$ cat config.mk
export PLATFORM = sky130hd
export DESIGN_NAME = kmp_dfa_pattern_matcher
export DESIGN_NICKNAME = d
export VERILOG_FILES = /design/src/kmpm_pkg.sv /design/src/kmpm_step.sv /design/src/kmp_dfa_pattern_matcher.sv
export SDC_FILE = /design/constraint.sdc
export NUM_CORES = 1
export LEC_CHECK = 0
export BUFFER_PORTS_ARGS = -buffer_cell sky130_fd_sc_hd__buf_2
export CORE_UTILIZATION = 28
export CTS_BUF_LIST = sky130_fd_sc_hd__clkbuf_4
export DETAILED_ROUTE_END_ITERATION = 8
export SLEW_MARGIN = 20
export SYNTH_ARGS = -nofsm -noshare
export SYNTH_HDL_FRONTEND = slang
export SYNTH_SLANG_ARGS = --single-unit
$ cat constraint.sdc
create_clock -name aclk -period 10.32 [get_ports aclk]
set_clock_uncertainty 0.15 [all_clocks]
set_input_delay 2.58 -clock aclk [delete_from_list [all_inputs] [get_ports aclk]]
set_output_delay 2.58 -clock aclk [all_outputs]
set_load 0.01 [all_outputs]
$ cat src/kmpm_pkg.sv
// ----------------------------------------------------------------------------
// kmpm_pkg
// Shared types and constants of the KMP pattern matcher: word layouts of
// the text and result channels, field widths and register indexes.
// ----------------------------------------------------------------------------
package kmpm_pkg;

    localparam int CHAR_W    = 7;   // text and pattern character width
    localparam int PAT_W     = 56;  // packed pattern register width
    localparam int LEN_W     = 4;   // pattern length register width
    localparam int START_W   = 16;  // reported match start width
    localparam int CFG_IDX_W = 4;   // register index width on the config port
    localparam int CFG_W     = 56;  // config write data width

    localparam logic [CFG_IDX_W-1:0] REG_PATTERN_CHARS  = 4'd0;
    localparam logic [CFG_IDX_W-1:0] REG_PATTERN_LENGTH = 4'd1;

    typedef struct packed {
        logic [CHAR_W-1:0] text_char;
        logic              first_char;
        logic              last_char;
    } kmpm_in_t;

    typedef struct packed {
        logic               match_found;
        logic [START_W-1:0] match_start;
        logic               no_match;
    } kmpm_out_t;

endpackage

$ cat src/kmpm_step.sv
// ----------------------------------------------------------------------------
// kmpm_step
// One automaton transition. The failure chain of the current state is given
// as a mask; the next state is one past the highest chain position whose
// pattern character equals the symbol, or zero when none does.
// ----------------------------------------------------------------------------
module kmpm_step #(
    parameter int MAX_PATTERN   = 8,
    parameter int ALPHABET_SIZE = 128,
    parameter int STATE_W       = $clog2(MAX_PATTERN + 1)
) (
    input  logic [MAX_PATTERN-1:0]      chain,
    input  logic [kmpm_pkg::PAT_W-1:0]  pattern,
    input  logic [kmpm_pkg::CHAR_W-1:0] sym,
    output logic [STATE_W-1:0]          next_state
);
    import kmpm_pkg::*;

    logic sym_ok;

    // symbols outside the alphabet match nothing
    assign sym_ok = ({1'b0, sym} < (CHAR_W + 1)'(ALPHABET_SIZE));

    // later (higher) chain positions take priority
    always_comb begin
        next_state = '0;
        for (int r = 0; r < MAX_PATTERN; r++) begin
            if (chain[r] && sym_ok && (pattern[r*CHAR_W +: CHAR_W] == sym)) begin
                next_state = STATE_W'(r + 1);
            end
        end
    end

endmodule

$ cat src/kmp_dfa_pattern_matcher.sv
// ----------------------------------------------------------------------------
// kmp_dfa_pattern_matcher
// First-occurrence search of a configured pattern in a character stream,
// following the Knuth-Morris-Pratt automaton.
// ----------------------------------------------------------------------------
// A result word is registered and appears in the cycle after its text word
// is accepted. Throughput: one word per cycle while the result side keeps
// up and no rebuild runs. A config write that names a known register starts
// a table rebuild that holds s_ready and cfg_ready low until the failure
// chains of states 1 to len_eff-1 are rebuilt. Reset is synchronous, active
// low; after reset the block is ready at once with pattern 0 and length 1.
// ----------------------------------------------------------------------------
module kmp_dfa_pattern_matcher #(
    parameter int MAX_PATTERN   = 8,
    parameter int ALPHABET_SIZE = 128,
    parameter int INDEX_BITS    = 16
) (
    input  logic                          aclk,
    input  logic                          aresetn,
    // text words
    input  logic                          s_valid,
    output logic                          s_ready,
    input  kmpm_pkg::kmpm_in_t            s_data,
    // result words
    output logic                          m_valid,
    input  logic                          m_ready,
    output kmpm_pkg::kmpm_out_t           m_data,
    // register writes
    input  logic                          cfg_valid,
    output logic                          cfg_ready,
    input  logic [kmpm_pkg::CFG_IDX_W-1:0] cfg_index,
    input  logic [kmpm_pkg::CFG_W-1:0]    cfg_data
);
    import kmpm_pkg::*;

    localparam int STATE_W = $clog2(MAX_PATTERN + 1);
    localparam int PIDX_W  = (MAX_PATTERN > 1) ? $clog2(MAX_PATTERN) : 1;

    // ------------------------------------------------------------------
    // Registers
    // ------------------------------------------------------------------
    // The automaton table is held as failure chains: chain_reg[j] has a bit
    // set for every state on the fallback path from state j (j included).
    // A transition is then the highest chain entry whose pattern character
    // matches, plus one. chain_reg[0] is just state 0.
    logic [PAT_W-1:0]       pattern_reg;
    logic [LEN_W-1:0]       length_reg;
    logic [MAX_PATTERN-1:0] chain_reg [MAX_PATTERN];

    // rebuild sequencer: walks j = 1 .. length-1, tracking the restart state
    logic                   bld_busy_reg;
    logic [STATE_W-1:0]     bld_idx_reg;
    logic [PIDX_W-1:0]      bld_prev_reg;

    // per-text search state
    logic [STATE_W-1:0]     state_reg;
    logic [INDEX_BITS-1:0]  idx_reg;
    logic                   found_reg;

    // result register
    logic                   m_valid_reg;
    kmpm_out_t              m_data_reg;

    // ------------------------------------------------------------------
    // Combinational
    // ------------------------------------------------------------------
    logic                   s_fire;
    logic                   cfg_fire;
    logic                   cfg_known;
    logic [STATE_W-1:0]     len_eff;
    logic [STATE_W-1:0]     s_cur;
    logic [STATE_W-1:0]     s_eff;
    logic [PIDX_W-1:0]      rd_addr;
    logic [MAX_PATTERN-1:0] chain_rd;
    logic [CHAR_W-1:0]      step_sym;
    logic [STATE_W-1:0]     step_out;
    logic                   found_cur;
    logic [INDEX_BITS-1:0]  idx_cur;
    logic                   hit;
    logic                   found_next;
    logic [STATE_W-1:0]     state_next;
    logic [INDEX_BITS-1:0]  idx_next;
    logic [INDEX_BITS+START_W-1:0] idx_wide;
    logic [START_W-1:0]     idx16;
    kmpm_out_t              res_next;
    logic                   bld_step;

    assign s_ready   = !bld_busy_reg && (!m_valid_reg || m_ready);
    assign cfg_ready = !bld_busy_reg;
    assign s_fire    = s_valid && s_ready;
    assign cfg_fire  = cfg_valid && cfg_ready;
    assign cfg_known = (cfg_index == REG_PATTERN_CHARS) ||
                       (cfg_index == REG_PATTERN_LENGTH);

    assign m_valid = m_valid_reg;
    assign m_data  = m_data_reg;

    // zero length acts as one, oversize as MAX_PATTERN
    always_comb begin
        if (length_reg == '0) begin
            len_eff = STATE_W'(1);
        end else if (length_reg > LEN_W'(MAX_PATTERN)) begin
            len_eff = STATE_W'(MAX_PATTERN);
        end else begin
            len_eff = length_reg[STATE_W-1:0];
        end
    end

    // start of text clears state, index and found mark first
    assign s_cur     = s_data.first_char ? '0 : state_reg;
    assign found_cur = s_data.first_char ? 1'b0 : found_reg;
    assign idx_cur   = s_data.first_char ? '0 : idx_reg;
    // a state left out of range by a length change restarts at zero
    assign s_eff     = (s_cur >= len_eff) ? '0 : s_cur;

    // the transition unit is shared: rebuild and search never overlap
    assign rd_addr  = bld_busy_reg ? bld_prev_reg : s_eff[PIDX_W-1:0];
    assign chain_rd = chain_reg[rd_addr];
    assign step_sym = bld_busy_reg ?
                      pattern_reg[bld_idx_reg[PIDX_W-1:0]*CHAR_W +: CHAR_W] :
                      s_data.text_char;

    kmpm_step #(
        .MAX_PATTERN   (MAX_PATTERN),
        .ALPHABET_SIZE (ALPHABET_SIZE),
        .STATE_W       (STATE_W)
    ) u_step (
        .chain      (chain_rd),
        .pattern    (pattern_reg),
        .sym        (step_sym),
        .next_state (step_out)
    );

    // once found, the automaton freezes until the next start of text
    assign hit        = !found_cur && (step_out == len_eff);
    assign found_next = found_cur || hit;
    assign state_next = found_cur ? s_cur : step_out;
    assign idx_next   = (idx_cur == {INDEX_BITS{1'b1}}) ? idx_cur :
                        idx_cur + INDEX_BITS'(1);

    // start index is taken modulo 2^16 from the (possibly saturated) index
    assign idx_wide = {{START_W{1'b0}}, idx_cur};
    assign idx16    = idx_wide[START_W-1:0];

    always_comb begin
        res_next.match_found = hit;
        res_next.match_start = hit ? (idx16 + START_W'(1) - START_W'(len_eff)) : '0;
        res_next.no_match    = s_data.last_char && !found_next;
    end

    assign bld_step = bld_busy_reg && (bld_idx_reg < len_eff);

    // ------------------------------------------------------------------
    // Configuration and rebuild
    // ------------------------------------------------------------------
    always_ff @(posedge aclk) begin
        if (!aresetn) begin
            pattern_reg  <= '0;
            length_reg   <= LEN_W'(1);
            bld_busy_reg <= 1'b0;
            bld_idx_reg  <= '0;
            bld_prev_reg <= '0;
            chain_reg[0] <= MAX_PATTERN'(1);
        end else begin
            if (cfg_fire && cfg_known) begin
                if (cfg_index == REG_PATTERN_CHARS) begin
                    pattern_reg <= cfg_data[PAT_W-1:0];
                end else begin
                    length_reg <= cfg_data[LEN_W-1:0];
                end
                bld_busy_reg <= 1'b1;
                bld_idx_reg  <= STATE_W'(1);
                bld_prev_reg <= '0;
            end else if (bld_step) begin
                chain_reg[bld_idx_reg[PIDX_W-1:0]] <=
                    (MAX_PATTERN'(1) << bld_idx_reg) | chain_rd;
                // next restart state; a foreign pattern character gives zero
                bld_prev_reg <= step_out[PIDX_W-1:0];
                bld_idx_reg  <= bld_idx_reg + STATE_W'(1);
            end else if (bld_busy_reg) begin
                bld_busy_reg <= 1'b0;
            end
        end
    end

    // ------------------------------------------------------------------
    // Search state and result register
    // ------------------------------------------------------------------
    always_ff @(posedge aclk) begin
        if (!aresetn) begin
            state_reg   <= '0;
            idx_reg     <= '0;
            found_reg   <= 1'b0;
            m_valid_reg <= 1'b0;
        end else begin
            if (s_fire) begin
                state_reg   <= state_next;
                idx_reg     <= idx_next;
                found_reg   <= found_next;
                m_valid_reg <= 1'b1;
            end else if (m_ready) begin
                m_valid_reg <= 1'b0;
            end
        end
    end

    always_ff @(posedge aclk) begin
        if (s_fire) begin
            m_data_reg <= res_next;
        end
    end

    // ------------------------------------------------------------------
    // Assertions
    // ------------------------------------------------------------------
    a_no_text_in_rebuild: assert property (@(posedge aclk) disable iff (!aresetn)
        bld_busy_reg |-> !s_fire)
        else $error("text word taken during table rebuild");

    a_found_excl: assert property (@(posedge aclk) disable iff (!aresetn)
        m_valid_reg |-> !(m_data_reg.match_found && m_data_reg.no_match))
        else $error("match and no_match reported together");

    a_found_sticks: assert property (@(posedge aclk) disable iff (!aresetn)
        (s_fire && hit) |=> (found_reg && m_data_reg.match_found))
        else $error("match not recorded");

    a_start_zero: assert property (@(posedge aclk) disable iff (!aresetn)
        (m_valid_reg && !m_data_reg.match_found) |-> (m_data_reg.match_start == '0))
        else $error("match_start set without a match");

    a_state_range: assert property (@(posedge aclk) disable iff (!aresetn)
        state_reg <= STATE_W'(MAX_PATTERN))
        else $error("automaton state out of range");

endmodule
==> results.toml, run 1 <==
[die]
io_pins = 95
rows = 69
core_area_sq_mm = 0.0357
die_area_sq_mm = 0.0370
start_util_pct = 28.5
die_w_um = 192
fp.dieH_um = 192

[clock_tree]
cts_buffer_depth = 2
clkSinkCount = 172
tritoncts = "yes"
cts_setup_buffers = 0
ctsRootBufferMaster = "clkbuf_4"
clk_pin_slew_ns = 0.16
cts_hold_buf = 0
cts_buffers = 17
clk_latency_ns = 0.61
cts_htree_levels = 4
cts_resized = 0

[layout]
mostFrequentLayoutCell = "nand2_1"
drive_above_1_share_pct = 17.8
multi_input_area_sq_mm = 0.00542
nets = 1227
layout_common_cells = "nand2_1 (180), buf_2 (94), dfxtp_1 (89), edfxtp_1 (82), a21boi_0 (64)"
fillers = 3721
syn_to_final_growth_pct = 10.8
fin_area_sq_mm = 0.0113
largest_reg_flops = 64
seq_area_sq_mm = 0.00427

[timing]
post-route-period-util_pct = 72.3
fin_ws_ns = 2.86
rsz0062_at_grt = "false"
worst_pin_slew_ns = 1.11
setup_viol = 0
relSlewSlack_pct = 23.9
fmax_mhz = 134
fin_crit_ns = 7.46
hold_viol_final = 0
totalNegativeSetupSlack_ns = 0
slew_viol_final = 0

[setup_path]
max_stage_delay_ns = 0.91
worstRegToRegCells = 14
cp.arrival_ns = 7.68
slowest_stage = "o21ai_1"
crit_family = "compound AO/OA/AOI/OAI gates"
path_common_cell = "o21ai_1"
critPathBufInv = 1
setup.worst_path.class = "input pin to flop"
crit_chain = "buf_2 > nor2b_1 > ha_1 > a2111oi_2 > o21ai_1 > o21ai_1 > mux2i_1 > a32oi_1 > and3_1 > a2111oi_0 > o22ai_1 > o211a_1 > a2111oi_1"
critPathMaxFanout = 31
path_depth = 13
cp-end-kind = "flop"
required_ns = 10.54
crit_path_start_kind = "input pin"

[synthesis]
ys_async_sr_fraction_pct = 0
synth_top_area_cell = "edfxtp_1"
syn_avg_cell_area_sq_um = 9.43
synth_area_leaders = "edfxtp_1 (24%), dfxtp_1 (18%), nand2_1 (6.7%)"
synth_top_area_share_pct = 24.2
synthCells = 1077
synthFlopType = "dfxtp_1"
synth_area_sq_mm = 0.0102
synth-seq-cells = 172
synth.net_count = 1170
synth_edf_count = 82
yosysUniqueCellTypes = 75
ys_seq_area_share_pct = 42.0
synth_warnings = 0

[route]
drt-wirelength-per-cell_um = 18.6
drtAntennaViolNets = 0
wl_um = 30000
first_pass_iters = 7
drt_iter0_drc = 640
dr_total_vias = 8529
post-route-drc-count = 4
via_per_inst = 5.30

[pwr]
total_power_mw = 1.33
powerDensity_mw_per_mm2 = 118
leakagePower_nw = 3.88
peakVddDrop_mv = 0.0614

[flow_run]
drv_cap = 0

[min_path]
holdPathStages = 2
hold_class = "flop to flop"

[run_status]
violations = "design-rule violations"
outcome = "finished, violations left"

[grt]
antenna_found_initial = 1
gr-total-overflow = 0
grt_use_total_pct = 16.5
grt_pass1_wl_um = 46500
grt_pass1_vias = 8162
grt_start_max_net_pins = 88

[placement]
pre_cts_ws_ns = 2.36
placed_area_sq_mm = 0.0109
place_congestion = 0.937
io_buffers = 94
dp_hpwl_um = 22100
[per-stage QoR]
step	instances	hold slack [ns]	utilization (%)
3_5_place_dp	1576	0.312	30.7
6_report	1609	0.338	31.6
2_1_floorplan	1077	0.285	-
4_1_cts	1608	0.335	31.5
5_1_grt	1609	0.354	31.6
3_3_place_gp	1576	0.307	30.7
[worst paths after layout]
path                            slack (ns)          start            to
worst max register to register        4.34  length_reg[2]     m_data[3]
worst min register to register        0.34   state_reg[3]  state_reg[3]
worst min-delay path                  0.34   state_reg[3]  state_reg[3]
worst max-delay path                  2.86      s_data[1]     m_data[3]
[logic make-up (layout without fill, tap and decap cells)]
group | count (synthesis) | in the layout | synth area share, %
simple gates | 389 | 389 | 18.1
compound gates | 300 | 300 | 23.6
flops | 172 | 172 | 42.0
buf+inv | 102 | 172 | 4.96
xor+xnor | 48 | 48 | 4.14
mux | 47 | 47 | 4.85
fa+ha+maj | 19 | 19 | 2.41
other cells | 0 | 1 | 0
[final cells by class]
type	count	share of cell area (%)
Multi-Input combinational cell	803	48.1
Sequential cell	172	37.9
Timing Repair Buffer	105	4.91
Clock buffer	17	1.13
Antenna cell	1	0.0222
Inverter	35	1.17
Clock inverter	15	1.58
Tap cell	461	5.13
[layer usage]
| metal | wire length, um | part of all wire [%] | track usage, % | up-vias |
|---|---|---|---|---|
| met5 | 0 | 0 | 0 | - |
| met4 | 568 | 1.9 | 4.85 | 0 |
| met3 | 1690 | 5.6 | 3.35 | 41 |
| met2 | 14400 | 48 | 27.8 | 260 |
| met1 | 13400 | 45 | 21.1 | 4131 |
| li1 | - | - | - | 4097 |
[synth_stat cells, types with 13 or more instances]
cell / n
mux2i_1: 29
a211oi_1: 18
mux2_2: 16
nand2b_1: 20
edfxtp_1: 82
a21oi_1: 42
ha_1: 18
o22ai_1: 16
clkbuf_1: 40
xor2_1: 31
xnor2_1: 17
nor2_1: 45
o221a_2: 13
dfxtp_1: 90
nor2b_1: 13
nor3_1: 19
a21boi_0: 64
inv_1: 34
nand2_1: 180
nand3_1: 35
o21ai_0: 20
and2_1: 16
[report_power, final]
| part | internal (mW) | switching [mW] |
|---|---|---|
| Combinational | 0.0631 | 0.0997 |
| Clock | 0.153 | 0.271 |
| Sequential | 0.726 | 0.0122 |
| Total | 0.942 | 0.383 |
[worst min-delay path, delay by kind of cell, from the launching register on]
kind / cells / cell delay [ns]
flip-flops: 1 / 0.35
AND/OR/NAND/NOR: 1 / 0.05
AO/OA/AOI/OAI: 1 / 0.06
Note: power is estimated with default switching activity, not from simulation.
==> run 2, diff against run 1 <==
ABC_AREA = 1   (was default)
clock period = 7.8 ns   (was 10.32 ns; I/O delays follow)
==> results.toml, run 2 <==
[run_status]
outcome = "finished clean"

[clock_tree]
cts_buffer_depth = 2
ctsRootBufferMaster = "clkbuf_4"
clkSinkCount = 172
clk_latency_ns = 0.62
tritoncts = "yes"
cts_resized = 0
cts_buffers = 17
cts_htree_levels = 4
cts_hold_buf = 0
cts_setup_buffers = 0
clk_pin_slew_ns = 0.20

[grt]
grt-busiest-layer = "met2"
grt_use_total_pct = 15.0
grt_pass1_vias = 7452
antenna_found_initial = 1
grt_pass1_wl_um = 39700
grtUsageMet3_pct = 2.87
grt_start_max_net_pins = 67
grtUsageMet2_pct = 24.3
use_met1_pct = 19.6
gr-total-overflow = 0

[min_path]
hold_class = "flop to flop"

[synthesis]
synth_top_area_cell = "edfxtp_1"
synth.net_count = 1283
synth-seq-cells = 172
synthFlopType = "dfxtp_1"
synth_top_area_share_pct = 26.4
ys_top_cells_by_count = "nand2_1 (271), nor2_1 (144), inv_1 (112)"
ys_seq_area_share_pct = 45.7
synth_warnings = 0
ys_async_sr_fraction_pct = 0
synth_area_sq_mm = 0.00933
synthCells = 1190
synth_area_leaders = "edfxtp_1 (26%), dfxtp_1 (19%), nand2_1 (11%)"
syn_avg_cell_area_sq_um = 7.84
yosysMostFrequentCell = "nand2_1"
yosysUniqueCellTypes = 43
synth_edf_count = 82

[setup_path]
setup.worst_path.class = "input pin to flop"
cp-end-kind = "flop"
required_ns = 8.08
cp.arrival_ns = 5.55
rrSetupSlack_ns = 3.69
crit_path_start_kind = "input pin"
critPathMaxFanout = 34

[pwr]
p_sw_share_pct = 31.8
pwr-share-comb_pct = 13.5
total_power_mw = 1.75
leakagePower_nw = 4.34
clkPwrFrac_pct = 30.8
peakVddDrop_mv = 0.105
intPower_mw = 1.19
switchingPower_uw = 558
powerDensity_mw_per_mm2 = 168
seqPwrFrac_pct = 55.7

[route]
dr_total_vias = 7970
drt-wirelength-per-cell_um = 14.6
via_per_inst = 4.64
drt_iter0_drc = 558
drtAntennaViolNets = 0
first_pass_iters = 5
post-route-drc-count = 0
wl_um = 25000

[die]
start_util_pct = 28.5
rows = 66
fp.dieH_um = 185
die_area_sq_mm = 0.0341
die_w_um = 185
core_area_sq_mm = 0.0327
io_pins = 95

[timing]
fin_crit_ns = 5.27
totalNegativeSetupSlack_ns = 0
worst_pin_slew_ns = 1.05
rsz0062_at_grt = "false"
relSlewSlack_pct = 29.8
fin_ws_ns = 2.53
slew_viol_final = 0
post-route-period-util_pct = 67.6
hold_viol_final = 0
setup_viol = 0
fmax_mhz = 190

[placement]
dp_hpwl_um = 18100
placed_area_sq_mm = 0.0101
io_buffers = 94
place_congestion = 0.867
pre_cts_ws_ns = 1.94

[layout]
fin_area_sq_mm = 0.0104
drive_above_1_share_pct = 15.0
layout_common_cells = "nand2_1 (271), nor2_1 (143), inv_1 (111), nand3_1 (111), o21ai_0 (97)"
mostFrequentLayoutCell = "nand2_1"
nets = 1354
largest_reg_flops = 64
syn_to_final_growth_pct = 11.7

[flow_run]
drv_cap = 0
[run 2: cell types whose count changed in the layout (fill, tap and decap cells not counted), sizes merged, moves of 29 or more]
cell,before,now
o21ai,31,98
a21oi,43,74
a21boi,65,1
nor2,45,156
nand3,35,116
inv,42,127
mux2i,29,0
nand2,180,292
[run 2: cell type report]
| class | count | area (sq um) |
|---|---|---|
| fill | 3548 | 22300 |
| multi-input combinational | 849 | 4320 |
| sequential | 172 | 4260 |
| tap | 442 | 553 |
| timing repair buffer | 100 | 515 |
| inverter | 121 | 464 |
| clock inverter | 15 | 175 |
| clock buffer | 17 | 128 |
| antenna | 1 | 2.50 |
[run 2: path summary, 6_finish.rpt]
path | start | cells past startpoint | endpoint
setup / recovery | s_data[1] | 27 | m_data[5]
setup reg to reg | length_reg[1] | 23 | m_data[5]
hold reg to reg | idx_reg[9] | 2 | idx_reg[9]
hold / removal | idx_reg[9] | 2 | idx_reg[9]
[run 2: cell families after synthesis]
logic type | synth area share [%]
XOR/XNOR | 4.79
AND/OR/NAND/NOR | 27.6
adder cells (fa/ha/maj) | 2.63
AO/OA/AOI/OAI | 11.2
buffers and inverters | 8.06
flip-flops | 45.7
[run 2: per-layer routing]
layer,wire (um),vias to the layer above
met5,0,-
met4,636,0
met3,1280,32
met2,11600,225
met1,11500,3667
li1,-,4046
[run 2: worst max-delay path, stage by stage]
cell      delay (ns)
buf_2           0.30
clkinv_4        0.17
nand2_1         0.11
inv_1           0.06
ha_1            0.29
inv_1           0.04
o21bai_1        0.11
nand2_1         0.12
nand4_4         0.16
nand2_4         0.26
inv_4           0.31
nand2_1         0.08
nand2_1         0.06
nand2_1         0.04
nand2_1         0.12
nand2_1         0.08
nand2_2         0.11
nand3_2         0.10
nand2_1         0.10
inv_2           0.05
nand2_2         0.07
nand2_1         0.07
nand2_1         0.07
nand3_2         0.08
nor2_4          0.16
nand3_4         0.24
a21oi_1         0.22
[run 2: power groups by stage]
stage / sequential, mW / combinational [mW] / clock (mW)
after CTS: 0.976 / 0.236 / 0.545
final: 0.976 / 0.236 / 0.539
after global routing: 0.979 / 0.264 / 0.575
after global placement: 0.996 / 0.233 / 0
after detailed placement: 0.996 / 0.235 / 0
after floorplan: 0.993 / 0.169 / 0
[run 2: stage by stage]
step,hold slack [ns],util [%],std cells
3_5_place_dp,0.297,30.9,1684
6_report,0.328,31.9,1717
5_1_grt,0.352,31.9,1717
3_3_place_gp,0.294,30.9,1684
2_1_floorplan,0.279,-,1190
4_1_cts,0.329,31.9,1716
==> run 3, diff against run 2 <==
clock period = 5.5 ns   (was 7.8 ns; I/O delays follow)
==> results.toml, run 3 (same netlist as run 2, synthesis figures left out) <==
[pwr]
leakagePower_nw = 4.43
powerDensity_mw_per_mm2 = 240
peakVddDrop_mv = 0.157

[timing]
post-route-period-util_pct = 80.6
fin_crit_ns = 4.43
slew_viol_final = 0
totalNegativeSetupSlack_ns = 0
worst_pin_slew_ns = 0.929
hold_viol_final = 0
fin_ws_ns = 1.07
fmax_mhz = 226
setup_viol = 0
rsz0062_at_grt = "false"
relSlewSlack_pct = 38.0

[placement]
dp_hpwl_um = 18300
pre_cts_ws_ns = 0.418
io_buffers = 94
place_congestion = 0.900

[die]
start_util_pct = 28.5
core_area_sq_mm = 0.0327
die_area_sq_mm = 0.0341
fp.dieH_um = 185
io_pins = 95
die_w_um = 185
rows = 66

[layout]
mostFrequentLayoutCell = "nand2_1"
drive_above_1_share_pct = 15.9
layout_common_cells = "nand2_1 (271), nor2_1 (143), inv_1 (112), nand3_1 (111), o21ai_0 (97)"
nets = 1370
syn_to_final_growth_pct = 13.2
largest_reg_flops = 64

[setup_path]
required_ns = 5.81
critPathMaxFanout = 34
crit_path_start_kind = "input pin"
cp-end-kind = "flop"
cp.arrival_ns = 4.75
setup.worst_path.class = "input pin to flop"

[clock_tree]
cts_hold_buf = 0
cts_setup_buffers = 0
clkSinkCount = 172
clk_pin_slew_ns = 0.17
ctsRootBufferMaster = "clkbuf_4"
tritoncts = "yes"
cts_resized = 0
cts_buffer_depth = 2
clk_latency_ns = 0.62
cts_buffers = 17
cts_htree_levels = 4

[flow_run]
drv_cap = 0

[route]
drt_iter0_drc = 626
wl_um = 25300
via_per_inst = 4.63
dr_total_vias = 8032
post-route-drc-count = 0
drt-wirelength-per-cell_um = 14.6
drtAntennaViolNets = 0
first_pass_iters = 7

[grt]
gr-total-overflow = 0
grt_pass1_wl_um = 40600
antenna_found_initial = 1
grt_use_total_pct = 15.3
grt_start_max_net_pins = 66
grt_pass1_vias = 7635

[min_path]
hold_class = "flop to flop"

[run_status]
outcome = "finished clean"
run 3: power breakdown:
group | switching [mW] | internal (mW)
sequential | 0.0195 | 1.36
clock | 0.548 | 0.260
combinational | 0.220 | 0.119
total | 0.788 | 1.74
run 3: layer usage:
layer | GRT usage, % | vias up | share of wire (%) | wire length (um)
met5 | 0 | - | 0 | 0
met4 | 3.97 | 0 | 1.2 | 306
met3 | 2.13 | 23 | 4.4 | 1110
met2 | 26.1 | 207 | 48 | 12200
met1 | 20.1 | 3724 | 46 | 11700
li1 | - | 4078 | - | -
run 3: metrics by stage:
step	total power, mW	instances	cell area (sq um)	utilization [%]	hold slack (ns)
after floorplan	1.65	1190	9330	-	0.279
after global placement	1.75	1700	10200	31.3	0.298
after detailed placement	1.75	1700	10200	31.3	0.304
after CTS	2.56	1732	10600	32.3	0.330
after global routing	2.65	1733	10600	32.3	0.353
final	2.53	1734	10600	32.3	0.328
run 3: final cells by class:
type                       count  area [sq um]
multi-input combinational    849          4320
tap                          442           553
timing repair buffer         116           636
sequential                   172          4260
antenna                        2          5.00
fill                        3542         22100
inverter                     121           464
clock buffer                  17           128
clock inverter                15           196
run 3: worst max-delay path, cell delays in order:
cell and delay, ns:
buf_2 0.20, clkinv_4 0.14, nand2_1 0.10, inv_1 0.05
ha_1 0.28, inv_1 0.04, o21bai_1 0.11, nand2_1 0.13
nand4_4 0.16, nand2_4 0.24, inv_4 0.29, nand2_1 0.08
nand3_1 0.08, nand3_1 0.07, nand2_1 0.13, nand3_1 0.14
nand2_1 0.12, inv_2 0.05, nand2_2 0.07, nand2_1 0.07
nand2_1 0.07, nand3_2 0.09, nor2_4 0.16, nand3_4 0.25
a21oi_1 0.22
run 3: worst paths after layout:
path | start | end | slack, ns | cells past startpoint
min | idx_reg[6] | idx_reg[6] | 0.33 | 2
max reg2reg | length_reg[1] | m_data[8] | 1.45 | 23
min reg2reg | idx_reg[6] | idx_reg[6] | 0.33 | 2
max | s_data[1] | m_data[8] | 1.07 | 25
